$ cat src/hdl/tsw_pkg.sv
`timescale 1ns / 1ps
// ----------------------------------------------------------------------------
// tsw_pkg: shared types and constants
// Request/result payloads, configuration view, queue and result records.
// ----------------------------------------------------------------------------
package tsw_pkg;

  // outstanding segment queue
  localparam int QUEUE_DEPTH = 32;
  localparam int QIDX_W      = $clog2(QUEUE_DEPTH);
  localparam int QCNT_W      = $clog2(QUEUE_DEPTH + 1);

  // results buffered per request
  localparam int MAX_RESULTS = 32;
  localparam int RIDX_W      = $clog2(MAX_RESULTS);
  localparam int RCNT_W      = $clog2(MAX_RESULTS + 1);

  localparam int ADDR_W = 4;

  // register reset values
  localparam logic [31:0] ISN_RST     = 32'd0;
  localparam logic [15:0] TIMEOUT_RST = 16'd1000;
  localparam logic [10:0] MAXPL_RST   = 11'd1000;
  localparam logic [15:0] CAP_RST     = 16'd64000;

  typedef enum logic [1:0] {
    ACT_ACK   = 2'd0,
    ACT_TICK  = 2'd1,
    ACT_WRITE = 2'd2,
    ACT_EMPTY = 2'd3
  } action_e;

  typedef enum logic [1:0] {
    REG_ISN     = 2'd0,
    REG_TIMEOUT = 2'd1,
    REG_MAXPL   = 2'd2,
    REG_CAP     = 2'd3
  } reg_e;

  typedef enum logic [3:0] {
    ST_IDLE,
    ST_UNWRAP,
    ST_ACK_CHK,
    ST_POP_RD,
    ST_POP_CMP,
    ST_POP_END,
    ST_FILL,
    ST_TICK_A,
    ST_TICK_B,
    ST_STATUS,
    ST_REPLAY
  } state_e;

  typedef struct packed {
    action_e     action;
    logic [31:0] ack_number;
    logic [15:0] peer_window;
    logic [15:0] elapsed_ms;
    logic [15:0] write_count;
    logic        write_ends;
  } req_t;

  typedef struct packed {
    logic        segment_valid;
    logic [31:0] seq_wrapped;
    logic [10:0] payload_bytes;
    logic        syn_flag;
    logic        fin_flag;
    logic        is_retransmit;
    logic        last_of_run;
    logic [16:0] in_flight_bytes;
    logic [15:0] retransmit_count;
  } res_t;

  typedef struct packed {
    logic [31:0] initial_seqno;
    logic [15:0] initial_timeout;
    logic [10:0] seg_max_len;
    logic [15:0] stream_capacity;
  } cfg_t;

  // queued segment descriptor
  typedef struct packed {
    logic [31:0] seq;
    logic [10:0] len;
    logic        syn;
    logic        fin;
  } seg_t;

  // buffered result record
  typedef struct packed {
    logic        valid;
    logic [31:0] seq;
    logic [10:0] len;
    logic        syn;
    logic        fin;
    logic        retx;
  } rec_t;

endpackage

$ cat src/hdl/tsw_ram.sv
`timescale 1ns / 1ps
// ----------------------------------------------------------------------------
// tsw_ram: generic simple dual-port RAM
// One write port, one read port with registered read data.
// ----------------------------------------------------------------------------
module tsw_ram #(
  parameter int WIDTH = 8,
  parameter int DEPTH = 16
) (
  input  logic                     clk_i,
  input  logic                     we_i,
  input  logic [$clog2(DEPTH)-1:0] waddr_i,
  input  logic [WIDTH-1:0]         wdata_i,
  input  logic [$clog2(DEPTH)-1:0] raddr_i,
  output logic [WIDTH-1:0]         rdata_o
);

  logic [WIDTH-1:0] mem_q [DEPTH];

  always_ff @(posedge clk_i) begin
    if (we_i) begin
      mem_q[waddr_i] <= wdata_i;
    end
    rdata_o <= mem_q[raddr_i];
  end

endmodule

$ cat src/hdl/tsw_cfg.sv
`timescale 1ns / 1ps
// ----------------------------------------------------------------------------
// tsw_cfg: configuration registers
// APB-style register file holding ISN, timeout, payload size and capacity.
// ----------------------------------------------------------------------------
module tsw_cfg import tsw_pkg::*; (
  input  logic              clk_i,
  input  logic              rst_ni,
  input  logic              psel,
  input  logic              penable,
  input  logic              pwrite,
  input  logic [ADDR_W-1:0] paddr,
  input  logic [31:0]       pwdata,
  output logic [31:0]       prdata,
  output logic              pready,
  output cfg_t              cfg_o
);

  cfg_t cfg_q, cfg_d;
  reg_e sel;
  logic wr;

  assign sel    = reg_e'(paddr[3:2]);
  assign wr     = psel & penable & pwrite;
  assign pready = 1'b1;
  assign cfg_o  = cfg_q;

  // register write decode
  always_comb begin
    cfg_d = cfg_q;
    if (wr) begin
      unique case (sel)
        REG_ISN:     cfg_d.initial_seqno   = pwdata;
        REG_TIMEOUT: cfg_d.initial_timeout = pwdata[15:0];
        REG_MAXPL:   cfg_d.seg_max_len     = pwdata[10:0];
        REG_CAP:     cfg_d.stream_capacity = pwdata[15:0];
        default:     cfg_d = cfg_q;
      endcase
    end
  end

  // read mux
  always_comb begin
    unique case (sel)
      REG_ISN:     prdata = cfg_q.initial_seqno;
      REG_TIMEOUT: prdata = {16'd0, cfg_q.initial_timeout};
      REG_MAXPL:   prdata = {21'd0, cfg_q.seg_max_len};
      REG_CAP:     prdata = {16'd0, cfg_q.stream_capacity};
      default:     prdata = '0;
    endcase
  end

  always_ff @(posedge clk_i or negedge rst_ni) begin
    if (!rst_ni) begin
      cfg_q.initial_seqno   <= ISN_RST;
      cfg_q.initial_timeout <= TIMEOUT_RST;
      cfg_q.seg_max_len     <= MAXPL_RST;
      cfg_q.stream_capacity <= CAP_RST;
    end else begin
      cfg_q <= cfg_d;
    end
  end

endmodule

$ cat src/hdl/tsw_core.sv
`timescale 1ns / 1ps
// ----------------------------------------------------------------------------
// tsw_core: sender sequencer
// Segment queue and result buffer in RAM; ack pop, fill, tick and replay.
// ----------------------------------------------------------------------------
module tsw_core import tsw_pkg::*; (
  input  logic clk_i,
  input  logic rst_ni,
  input  cfg_t cfg_i,
  input  logic start_i,
  input  req_t req_i,
  output logic busy_o,
  output logic res_valid_o,
  output res_t res_o
);

  state_e state_q, state_d;
  req_t   req_q, req_d;

  logic [63:0]       next_q, next_d;
  logic [16:0]       out_q, out_d;
  logic [15:0]       win_q, win_d;
  logic              syn_done_q, syn_done_d;
  logic              fin_done_q, fin_done_d;
  logic              timer_q, timer_d;
  logic [31:0]       elap_q, elap_d;
  logic [31:0]       cto_q, cto_d;
  logic [15:0]       retries_q, retries_d;
  logic [15:0]       buf_q, buf_d;
  logic              ended_q, ended_d;
  logic [QIDX_W-1:0] head_q, head_d;
  logic [QCNT_W-1:0] cnt_q, cnt_d;
  logic [63:0]       abs_q, abs_d;
  logic [17:0]       diff_q, diff_d;
  logic              popped_q, popped_d;
  logic [RCNT_W-1:0] n_q, n_d;
  logic [RCNT_W-1:0] k_q, k_d;
  logic              pend_q, pend_d;
  logic [RIDX_W-1:0] pidx_q, pidx_d;

  // memory ports
  logic              q_we;
  logic [QIDX_W-1:0] q_waddr;
  seg_t              q_wdata, q_rdata;
  logic              r_we;
  logic [RIDX_W-1:0] r_waddr, r_raddr;
  rec_t              r_wdata, r_rdata;

  // fill datapath
  logic [16:0]       win, room0, room1, take, room2, buf_left, space;
  logic              syn_b, fin_b, empty, can_fill;
  logic [QIDX_W:0]   slot_sum;
  logic [QIDX_W-1:0] slot;
  // ack datapath
  logic [31:0]       ack_d;
  logic [63:0]       ack_s;
  logic [64:0]       ack_diff;
  logic [11:0]       seg_len;
  logic [18:0]       cov_sum;
  // misc
  logic [32:0]       elap_sum;
  logic [15:0]       wr_room, wr_add;
  logic              issue;

  tsw_ram #(.WIDTH($bits(seg_t)), .DEPTH(QUEUE_DEPTH)) u_queue (
    .clk_i   (clk_i),
    .we_i    (q_we),
    .waddr_i (q_waddr),
    .wdata_i (q_wdata),
    .raddr_i (head_q),
    .rdata_o (q_rdata)
  );

  tsw_ram #(.WIDTH($bits(rec_t)), .DEPTH(MAX_RESULTS)) u_results (
    .clk_i   (clk_i),
    .we_i    (r_we),
    .waddr_i (r_waddr),
    .wdata_i (r_wdata),
    .raddr_i (r_raddr),
    .rdata_o (r_rdata)
  );

  assign busy_o      = (state_q != ST_IDLE);
  assign res_valid_o = pend_q;

  // result fields; counters hold their end-of-step values during replay
  always_comb begin
    res_o.segment_valid    = r_rdata.valid;
    res_o.seq_wrapped      = r_rdata.seq;
    res_o.payload_bytes    = r_rdata.len;
    res_o.syn_flag         = r_rdata.syn;
    res_o.fin_flag         = r_rdata.fin;
    res_o.is_retransmit    = r_rdata.retx;
    res_o.last_of_run      = ({1'b0, pidx_q} == (n_q - RCNT_W'(1)));
    res_o.in_flight_bytes  = out_q;
    res_o.retransmit_count = retries_q;
  end

  // segment builder for the next queued descriptor
  always_comb begin
    win      = (win_q == 16'd0) ? 17'd1 : {1'b0, win_q};
    syn_b    = ~syn_done_q;
    room0    = win - out_q;
    room1    = room0 - {16'd0, syn_b};
    take     = room1;
    if ({6'd0, cfg_i.seg_max_len} < take) take = {6'd0, cfg_i.seg_max_len};
    if ({1'b0, buf_q} < take) take = {1'b0, buf_q};
    room2    = room1 - take;
    buf_left = {1'b0, buf_q} - take;
    fin_b    = ~fin_done_q & ended_q & (buf_left == 17'd0) & (room2 != 17'd0);
    empty    = ~syn_b & ~fin_b & (take == 17'd0);
    space    = take + {16'd0, syn_b} + {16'd0, fin_b};
    can_fill = (n_q < RCNT_W'(MAX_RESULTS)) && (cnt_q < QCNT_W'(QUEUE_DEPTH))
               && (out_q < win);
    slot_sum = {1'b0, head_q} + (QIDX_W+1)'(cnt_q);
    if (slot_sum >= (QIDX_W+1)'(QUEUE_DEPTH)) begin
      slot_sum = slot_sum - (QIDX_W+1)'(QUEUE_DEPTH);
    end
    slot     = slot_sum[QIDX_W-1:0];
  end

  // ack unwrap and coverage test
  always_comb begin
    ack_d    = req_q.ack_number - (next_q[31:0] + cfg_i.initial_seqno);
    ack_s    = next_q + {32'd0, ack_d};
    ack_diff = {1'b0, next_q} - {1'b0, abs_q};
    seg_len  = {1'b0, q_rdata.len} + {11'd0, q_rdata.syn} + {11'd0, q_rdata.fin};
    cov_sum  = {7'd0, seg_len} + {1'b0, diff_q};
    elap_sum = {1'b0, elap_q} + {17'd0, req_q.elapsed_ms};
    wr_room  = (cfg_i.stream_capacity > buf_q) ? (cfg_i.stream_capacity - buf_q) : 16'd0;
    wr_add   = (req_i.write_count < wr_room) ? req_i.write_count : wr_room;
  end

  // sequencer
  always_comb begin
    state_d    = state_q;
    req_d      = req_q;
    next_d     = next_q;
    out_d      = out_q;
    win_d      = win_q;
    syn_done_d = syn_done_q;
    fin_done_d = fin_done_q;
    timer_d    = timer_q;
    elap_d     = elap_q;
    cto_d      = cto_q;
    retries_d  = retries_q;
    buf_d      = buf_q;
    ended_d    = ended_q;
    head_d     = head_q;
    cnt_d      = cnt_q;
    abs_d      = abs_q;
    diff_d     = diff_q;
    popped_d   = popped_q;
    n_d        = n_q;
    k_d        = k_q;
    pend_d     = 1'b0;
    pidx_d     = pidx_q;
    q_we       = 1'b0;
    q_waddr    = slot;
    q_wdata    = '0;
    r_we       = 1'b0;
    r_waddr    = n_q[RIDX_W-1:0];
    r_wdata    = '0;
    r_raddr    = k_q[RIDX_W-1:0];
    issue      = 1'b0;

    unique case (state_q)
      ST_IDLE: begin
        if (start_i) begin
          req_d = req_i;
          n_d   = '0;
          k_d   = '0;
          unique case (req_i.action)
            ACT_ACK:  state_d = ST_UNWRAP;
            ACT_TICK: state_d = ST_TICK_A;
            ACT_WRITE: begin
              if (!ended_q) begin
                buf_d = buf_q + wr_add;
                if (req_i.write_ends) ended_d = 1'b1;
              end
              state_d = ST_FILL;
            end
            ACT_EMPTY: begin
              r_we          = 1'b1;
              r_waddr       = '0;
              r_wdata.valid = 1'b1;
              r_wdata.seq   = next_q[31:0] + cfg_i.initial_seqno;
              n_d           = RCNT_W'(1);
              state_d       = ST_STATUS;
            end
            default: state_d = ST_IDLE;
          endcase
        end
      end

      // absolute ack, tie resolves downward when it stays non-negative
      ST_UNWRAP: begin
        if (ack_d[31] && (ack_s[63:32] != 32'd0)) begin
          abs_d = {ack_s[63:32] - 32'd1, ack_s[31:0]};
        end else begin
          abs_d = ack_s;
        end
        state_d = ST_ACK_CHK;
      end

      // acks beyond the next seqno are dropped whole
      ST_ACK_CHK: begin
        if (ack_diff[64]) begin
          state_d = ST_STATUS;
        end else begin
          win_d    = req_q.peer_window;
          diff_d   = (ack_diff[63:17] != '0) ? 18'h20000 : {1'b0, ack_diff[16:0]};
          popped_d = 1'b0;
          state_d  = ST_POP_RD;
        end
      end

      ST_POP_RD: begin
        state_d = (cnt_q == '0) ? ST_POP_END : ST_POP_CMP;
      end

      // head segment is covered when start + len <= ack
      ST_POP_CMP: begin
        if (cov_sum > {2'b0, out_q}) begin
          state_d = ST_POP_END;
        end else begin
          out_d    = out_q - {5'd0, seg_len};
          head_d   = (head_q == QIDX_W'(QUEUE_DEPTH - 1)) ? '0 : head_q + QIDX_W'(1);
          cnt_d    = cnt_q - QCNT_W'(1);
          popped_d = 1'b1;
          state_d  = ST_POP_RD;
        end
      end

      ST_POP_END: begin
        if (popped_q) begin
          retries_d = '0;
          cto_d     = {16'd0, cfg_i.initial_timeout};
          elap_d    = '0;
          timer_d   = (cnt_q != '0);
        end
        state_d = ST_FILL;
      end

      // one segment per cycle
      ST_FILL: begin
        if (!can_fill || empty) begin
          state_d = ST_STATUS;
        end else begin
          q_we          = 1'b1;
          q_wdata.seq   = next_q[31:0] + cfg_i.initial_seqno;
          q_wdata.len   = take[10:0];
          q_wdata.syn   = syn_b;
          q_wdata.fin   = fin_b;
          r_we          = 1'b1;
          r_wdata.valid = 1'b1;
          r_wdata.seq   = q_wdata.seq;
          r_wdata.len   = take[10:0];
          r_wdata.syn   = syn_b;
          r_wdata.fin   = fin_b;
          next_d        = next_q + {47'd0, space};
          buf_d         = buf_left[15:0];
          syn_done_d    = 1'b1;
          if (fin_b) fin_done_d = 1'b1;
          cnt_d         = cnt_q + QCNT_W'(1);
          out_d         = out_q + space;
          if (!timer_q) begin
            timer_d = 1'b1;
            elap_d  = '0;
            cto_d   = {16'd0, cfg_i.initial_timeout};
          end
          n_d = n_q + RCNT_W'(1);
          if (fin_b) state_d = ST_STATUS;
        end
      end

      ST_TICK_A: begin
        if (!timer_q || (cnt_q == '0)) begin
          state_d = ST_STATUS;
        end else begin
          elap_d  = elap_sum[32] ? 32'hFFFF_FFFF : elap_sum[31:0];
          state_d = ST_TICK_B;
        end
      end

      // expiry: resend head, back off unless window is zero
      ST_TICK_B: begin
        if (elap_q >= cto_q) begin
          r_we          = 1'b1;
          r_waddr       = '0;
          r_wdata.valid = 1'b1;
          r_wdata.seq   = q_rdata.seq;
          r_wdata.len   = q_rdata.len;
          r_wdata.syn   = q_rdata.syn;
          r_wdata.fin   = q_rdata.fin;
          r_wdata.retx  = 1'b1;
          n_d           = RCNT_W'(1);
          if (retries_q != 16'hFFFF) retries_d = retries_q + 16'd1;
          if (win_q != 16'd0) begin
            cto_d = cto_q[31] ? 32'hFFFF_FFFF : {cto_q[30:0], 1'b0};
          end
          elap_d = '0;
        end
        state_d = ST_STATUS;
      end

      // a step with no segment reports one status-only result
      ST_STATUS: begin
        if (n_q == '0) begin
          r_we    = 1'b1;
          r_waddr = '0;
          n_d     = RCNT_W'(1);
        end
        k_d     = '0;
        state_d = ST_REPLAY;
      end

      // stream buffered results out, one per cycle
      ST_REPLAY: begin
        issue  = (k_q < n_q);
        pend_d = issue;
        pidx_d = k_q[RIDX_W-1:0];
        if (issue) begin
          k_d = k_q + RCNT_W'(1);
        end else begin
          state_d = ST_IDLE;
        end
      end

      default: state_d = ST_IDLE;
    endcase
  end

  // control state
  always_ff @(posedge clk_i or negedge rst_ni) begin
    if (!rst_ni) begin
      state_q    <= ST_IDLE;
      next_q     <= '0;
      out_q      <= '0;
      win_q      <= 16'd1;
      syn_done_q <= 1'b0;
      fin_done_q <= 1'b0;
      timer_q    <= 1'b0;
      elap_q     <= '0;
      cto_q      <= {16'd0, TIMEOUT_RST};
      retries_q  <= '0;
      buf_q      <= '0;
      ended_q    <= 1'b0;
      head_q     <= '0;
      cnt_q      <= '0;
      popped_q   <= 1'b0;
      n_q        <= '0;
      k_q        <= '0;
      pend_q     <= 1'b0;
    end else begin
      state_q    <= state_d;
      next_q     <= next_d;
      out_q      <= out_d;
      win_q      <= win_d;
      syn_done_q <= syn_done_d;
      fin_done_q <= fin_done_d;
      timer_q    <= timer_d;
      elap_q     <= elap_d;
      cto_q      <= cto_d;
      retries_q  <= retries_d;
      buf_q      <= buf_d;
      ended_q    <= ended_d;
      head_q     <= head_d;
      cnt_q      <= cnt_d;
      popped_q   <= popped_d;
      n_q        <= n_d;
      k_q        <= k_d;
      pend_q     <= pend_d;
    end
  end

  // payload registers
  always_ff @(posedge clk_i) begin
    req_q  <= req_d;
    abs_q  <= abs_d;
    diff_q <= diff_d;
    pidx_q <= pidx_d;
  end

endmodule

$ cat src/hdl/tcp_sender_window_retransmit.sv
`timescale 1ns / 1ps
// ----------------------------------------------------------------------------
// tcp_sender_window_retransmit: TCP sender window and retransmit timer
// A request (ack, tick, write, empty segment) is taken when start is high
// and busy is low; busy stays high until all its results are delivered.
// Results appear one per cycle on res_o with res_valid_o high for a single
// cycle each; the receiver cannot stall, last_of_run marks the final one.
// Every request gives one to 32 results; in_flight_bytes and
// retransmit_count on each are the values after the whole request.
// Steps: an ack is unwrapped and checked, then pops covered head segments
//   (a queue RAM read, then a compare, per pop), fills, and goes to status
//   and replay; a dropped ack goes straight to status. A tick checks the
//   timer, adds the elapsed time, then tests expiry; a write fills; an empty
//   segment request writes one result. A FIN ends the fill. The fill writes
//   one segment per cycle, and the result buffer is then replayed.
// Registers are to be written by the user through the APB port while busy
// is low; the block itself does not enforce it.
// Reset clears all counters; queue contents are not cleared and no entry is
// read before it is written.
// ----------------------------------------------------------------------------
module tcp_sender_window_retransmit import tsw_pkg::*; (
  input  logic              clk_i,
  input  logic              rst_ni,
  input  logic              start,
  output logic              busy,
  input  req_t              req_i,
  output logic              res_valid_o,
  output res_t              res_o,
  input  logic              psel,
  input  logic              penable,
  input  logic              pwrite,
  input  logic [ADDR_W-1:0] paddr,
  input  logic [31:0]       pwdata,
  output logic [31:0]       prdata,
  output logic              pready
);

  cfg_t cfg;

  tsw_cfg u_cfg (
    .clk_i   (clk_i),
    .rst_ni  (rst_ni),
    .psel    (psel),
    .penable (penable),
    .pwrite  (pwrite),
    .paddr   (paddr),
    .pwdata  (pwdata),
    .prdata  (prdata),
    .pready  (pready),
    .cfg_o   (cfg)
  );

  tsw_core u_core (
    .clk_i       (clk_i),
    .rst_ni      (rst_ni),
    .cfg_i       (cfg),
    .start_i     (start),
    .req_i       (req_i),
    .busy_o      (busy),
    .res_valid_o (res_valid_o),
    .res_o       (res_o)
  );

endmodule
$ cat config.mk
export PLATFORM = sky130hd
export DESIGN_NAME = tcp_sender_window_retransmit
export DESIGN_NICKNAME = d
export VERILOG_FILES = /design/src/hdl/tsw_pkg.sv /design/src/hdl/tsw_ram.sv /design/src/hdl/tsw_cfg.sv /design/src/hdl/tsw_core.sv /design/src/hdl/tcp_sender_window_retransmit.sv
export SDC_FILE = /design/constraint.sdc
export NUM_CORES = 2
export LEC_CHECK = 0
export ABC_AREA = 1
export BUFFER_PORTS_ARGS = -buffer_cell sky130_fd_sc_hd__buf_2
export CAP_MARGIN = 25
export CORE_AREA = 4 4 517 519
export CTS_BUF_LIST = sky130_fd_sc_hd__clkbuf_4
export CTS_CLUSTER_SIZE = 20
export DETAILED_ROUTE_END_ITERATION = 8
export DIE_AREA = 0 0 521 523
export PLACE_DENSITY = 0.76
export SLEW_MARGIN = 20
export SYNTH_ARGS = -nofsm -noshare
export SYNTH_HDL_FRONTEND = slang
export SYNTH_SLANG_ARGS = --single-unit
$ cat constraint.sdc
create_clock -name clk_i -period 14.8 [get_ports clk_i]
set_input_delay 0 -clock clk_i [delete_from_list [all_inputs] [get_ports clk_i]]
set_output_delay 0 -clock clk_i [all_outputs]
set_load 0.1 [all_outputs]
==> impl_metrics.json <==
{
  "fin_area_um2": 178400,
  "p_switching_mw": 15.22,
  "netlist_instances": 14241,
  "worstMarginPinSlew_ns": 1.224,
  "synth-edff-count": 3095,
  "synth_xor_area_frac": 0.01910,
  "nNetsFinal": 15808,
  "grt_max_degree": 212,
  "grt_usage": 0.3443,
  "ios": 241,
  "hold_path_depth": 4,
  "die_height_um": 523,
  "path_max_fanout": 42,
  "maxCapViolCount": 0,
  "synth_seq_cells": 3488,
  "yosysUniqueCellTypes": 72,
  "power.share.sequential": 0.344,
  "vdd_ir_drop_max_uv": 194.1,
  "fillers": 19101,
  "slew_headroom": 0.1763,
  "wl_per_cell_um": 24.65,
  "synthArstFlopShare": 0.08630,
  "finalCritPeriodShare": 0.9081,
  "crit_arrival_ns": 14.79,
  "r2r_end": "u_core.next_q[56]",
  "cts_tree": "done",
  "placeableCoreArea_um2": 262000,
  "cp_data_required_time_ns": 16.15,
  "switching_share": 0.4312,
  "power_per_cell_area_nw_per_um2": 197.8,
  "critPathKind": "reg -> reg",
  "gp_congestion": 0.9731,
  "ys_seq_area_frac": 0.6508,
  "placed_area_um2": 162600,
  "setup_viol": 0,
  "die_w_um": 521,
  "grt_overflow_total": 0,
  "worstSetupEndpointType": "flip-flop",
  "worstHoldStart": "req_i[22]",
  "min_to": "u_core.req_q[22]",
  "synth_ff_type": "edfxtp_1",
  "cts_buffers": 845,
  "skew_ns": 0.2111,
  "netlist_area_um2": 157300,
  "r2r_slack_ns": 1.36,
  "slowest_stage": "o21ai_0",
  "cts.sinks": 3488,
  "first_pass_iters": 8,
  "grt_pass1_wl_mm": 707.6,
  "synth-simple-area-share": 0.1260,
  "synthAdderAreaFrac": 0.03547,
  "drc": 0,
  "cts_root_buf": "clkbuf_4",
  "drt_wl_total_mm": 479.8,
  "syn_area_per_cell_um2": 11.04,
  "tns_ns": 0,
  "synthToLayoutAreaGrowth_pct": 13.47,
  "synth_warnings": 0,
  "clockBufferDepth": 4,
  "period_needed_ns": 13.44,
  "initial_utilization": 0.6001,
  "rows": 188,
  "leakage_nw": 67.52,
  "ant_nets": 0,
  "first_iter_violations": 16873,
  "die-area_um2": 272500,
  "synth_compound_area_frac": 0.1260,
  "hold_viol": 0,
  "combPwrFrac": 0.430,
  "avgViaCountPerCell": 6.196,
  "synth_top_family_by_area": "simple AND/OR/NAND/NOR gates",
  "antenna_found_initial": 28,
  "dp_hpwl_mm": 271.3,
  "insertion_delay_ns": 1.68,
  "hp-class": "in -> reg",
  "path_delay_family": "simple AND/OR/NAND/NOR gates",
  "fmaxAchievable_mhz": 74.41,
  "path_common_cell": "nand2_1",
  "crit_buf_inv": 15,
  "drive_above_1_share": 0.1332,
  "timing.rr.start": "u_core.win_q[1]",
  "io_buffer_count": 237,
  "critPathMaxStageDelay_ns": 0.52,
  "htreeDepth": 6,
  "grt_pass1_vias": 114342,
  "vias": 120613,
  "cp.depth": 80,
  "synthMuxAreaShare": 0.00006365,
  "drv_slew": 0,
  "clkTransAtPathRegs_ns": 0.08,
  "rsz0062_at_grt": "false",
  "startpoint_type": "flip-flop",
  "cts_setup_buffers": 0,
  "reg2reg_depth": 80,
  "p_clk_frac": 0.226,
  "cellInternalPower_mw": 20.08,
  "outcome": "complete, no violations"
}
==> registers in the layout, indices dropped and copies added, names as in the netlist, 45 cells and up <==
signal,count
u_core.u_queue.rdata_o,45
u_core.next_q,64
u_core.u_queue.mem_q,1440
u_core.u_results.mem_q,1504
u_core.abs_q,64
u_core.u_results.rdata_o,47
u_core.req_q,64
u_cfg.cfg_o,75
==> power groups by stage <==
stage          Clock (mW)  Combinational (mW)  Sequential, mW
4_1_cts              8.05                14.7            12.1
3_3_place_gp            0                14.2            12.3
2_1_floorplan           0                9.92            12.6
6_report             7.99                15.2            12.1
3_5_place_dp            0                14.4            12.3
5_1_grt              8.64                16.6            12.2
==> cell families after synthesis <==
family / count (synthesis)
other cells: 1
xor+xnor: 343
fa+ha+maj: 435
simple gates: 4758
buf+inv: 1728
compound gates: 3487
flops: 3488
mux: 1
==> routing by layer <==
layer  GRT usage  wire length (um)  vias to the layer above
li1            -                 -                    53706
met1      0.4582            177800                    57406
met2      0.5317            218000                     7923
met3     0.07410             56280                     1568
met4      0.1919             27710                       10
met5   0.0001733                59                        -
==> cells in the mapped netlist (5+ instances only) <==
master,instances,area share
dfxtp_1,92,0.012
o2111ai_1,9,0.00050
dfrtp_1,276,0.044
dfstp_2,25,0.0042
nand3b_1,19,0.00091
fa_1,18,0.0023
o21bai_1,39,0.0019
or2_2,14,0.00056
a21o_1,17,0.00081
nor2_1,2078,0.050
inv_2,20,0.00048
buf_2,22,0.00070
o221ai_1,281,0.016
o21ai_0,1871,0.060
inv_1,959,0.023
nand3_2,23,0.0015
xor2_1,256,0.014
buf_4,14,0.00067
o211ai_1,97,0.0046
a211oi_1,12,0.00057
edfxtp_1,3095,0.59
nand2_1,1693,0.040
nand2_2,23,0.00091
nand3_1,442,0.014
xnor2_1,87,0.0048
o21ai_1,148,0.0047
ha_1,417,0.033
buf_6,14,0.0010
and2_1,11,0.00044
nor2_2,45,0.0018
a2111oi_0,5,0.00028
clkbuf_1,655,0.016
o21a_1,17,0.00081
o31ai_1,11,0.00053
o22ai_1,476,0.019
nor4_1,33,0.0013
buf_1,32,0.00076
clkinv_1,11,0.00026
nand4_1,245,0.0097
a21boi_1,11,0.00053
a21boi_0,6,0.00029
a21oi_1,433,0.014
nor3_1,108,0.0034
a31oi_1,28,0.0011
==> how the worst max path moves through the flow <==
stage / end / from / slack, ns
2_1_floorplan: u_core.next_q[56] / u_core.out_q[0] / 4.49
3_3_place_gp: u_core.next_q[56] / u_core.win_q[1] / 1.59
3_5_place_dp: u_core.next_q[56] / u_core.win_q[1] / 1.46
4_1_cts: u_core.next_q[56] / u_core.win_q[1] / 1.30
5_1_grt: u_core.next_q[56] / u_core.win_q[1] / 0.15
6_report: u_core.next_q[56] / u_core.win_q[1] / 1.36
==> cells in the final DEF (no fill, tap or decap), types with 19 or more instances in the layout <==
master / synthesis / final
edfxtp_1: 3095 / 3095
nor2_1: 2078 / 2007
o21ai_0: 1871 / 1859
nand2_1: 1693 / 1691
clkbuf_4: 0 / 1253
inv_1: 959 / 952
o22ai_1: 476 / 469
nand3_1: 442 / 442
a21oi_1: 433 / 432
ha_1: 417 / 417
dlygate4sd3_1: 0 / 412
o221ai_1: 281 / 281
dfrtp_1: 276 / 268
xor2_1: 256 / 254
nand4_1: 245 / 245
buf_2: 22 / 237
clkinv_1: 11 / 210
buf_4: 14 / 188
o21ai_1: 148 / 122
nor3_1: 108 / 108
o211ai_1: 97 / 97
dfxtp_1: 92 / 92
nor2_4: 3 / 88
xnor2_1: 87 / 85
o21bai_1: 39 / 39
nor4_1: 33 / 32
nor2_2: 45 / 31
o21ai_2: 4 / 29
a31oi_1: 28 / 28
nand2_2: 23 / 25
dfstp_2: 25 / 25
inv_2: 20 / 24
diode_2: 0 / 23
nand3_2: 23 / 22
buf_6: 14 / 21
nand3b_1: 19 / 19
buf_12: 0 / 19
==> timing repair <==
action,in CTS,in global routing
hold buffers,414,0
setup endpoints to repair,0,1
hold endpoints to repair,976,0
gates resized for setup,0,1
==> per-stage QoR <==
stage               instances  total power [mW]  hold WS [ns]  utilization  worst slack, ns
global placement        17452             26.50       0.01919       0.6196            1.592
detailed placement      17467             26.69       0.02158       0.6205            1.460
floorplan               14246             22.56       -0.2956            -            4.494
CTS                     19408             34.81     0.0003669       0.6782            1.297
global route            19453             37.44        0.1504       0.6808           0.1458
finish                  19466             35.30        0.1895       0.6810            1.361
==> worst register-to-register path, delay by kind of cell, from the launching register on <==
| kind | cells | cell delay [ns] |
|---|---|---|
| simple gates | 42 | 5.35 |
| compound gates | 13 | 2.40 |
| fa+ha+maj | 8 | 2.22 |
| buf+inv | 15 | 2.19 |
| xor+xnor | 2 | 0.66 |
| flops | 1 | 0.43 |
==> layout make-up <==
cell class | instances | area [um2] | share of cell area
multi-input combinational | 9030 | 49240 | 0.2760
tap | 3515 | 4398 | 0.02465
inverter | 990 | 3760 | 0.02107
timing repair buffer | 893 | 7651 | 0.04288
sequential | 3488 | 102400 | 0.5737
clock inverter | 276 | 1570 | 0.008800
antenna | 23 | 57.56 | 0.0003225
clock buffer | 1251 | 9392 | 0.05263
No activity file was read; power rests on OpenSTA's default activity.
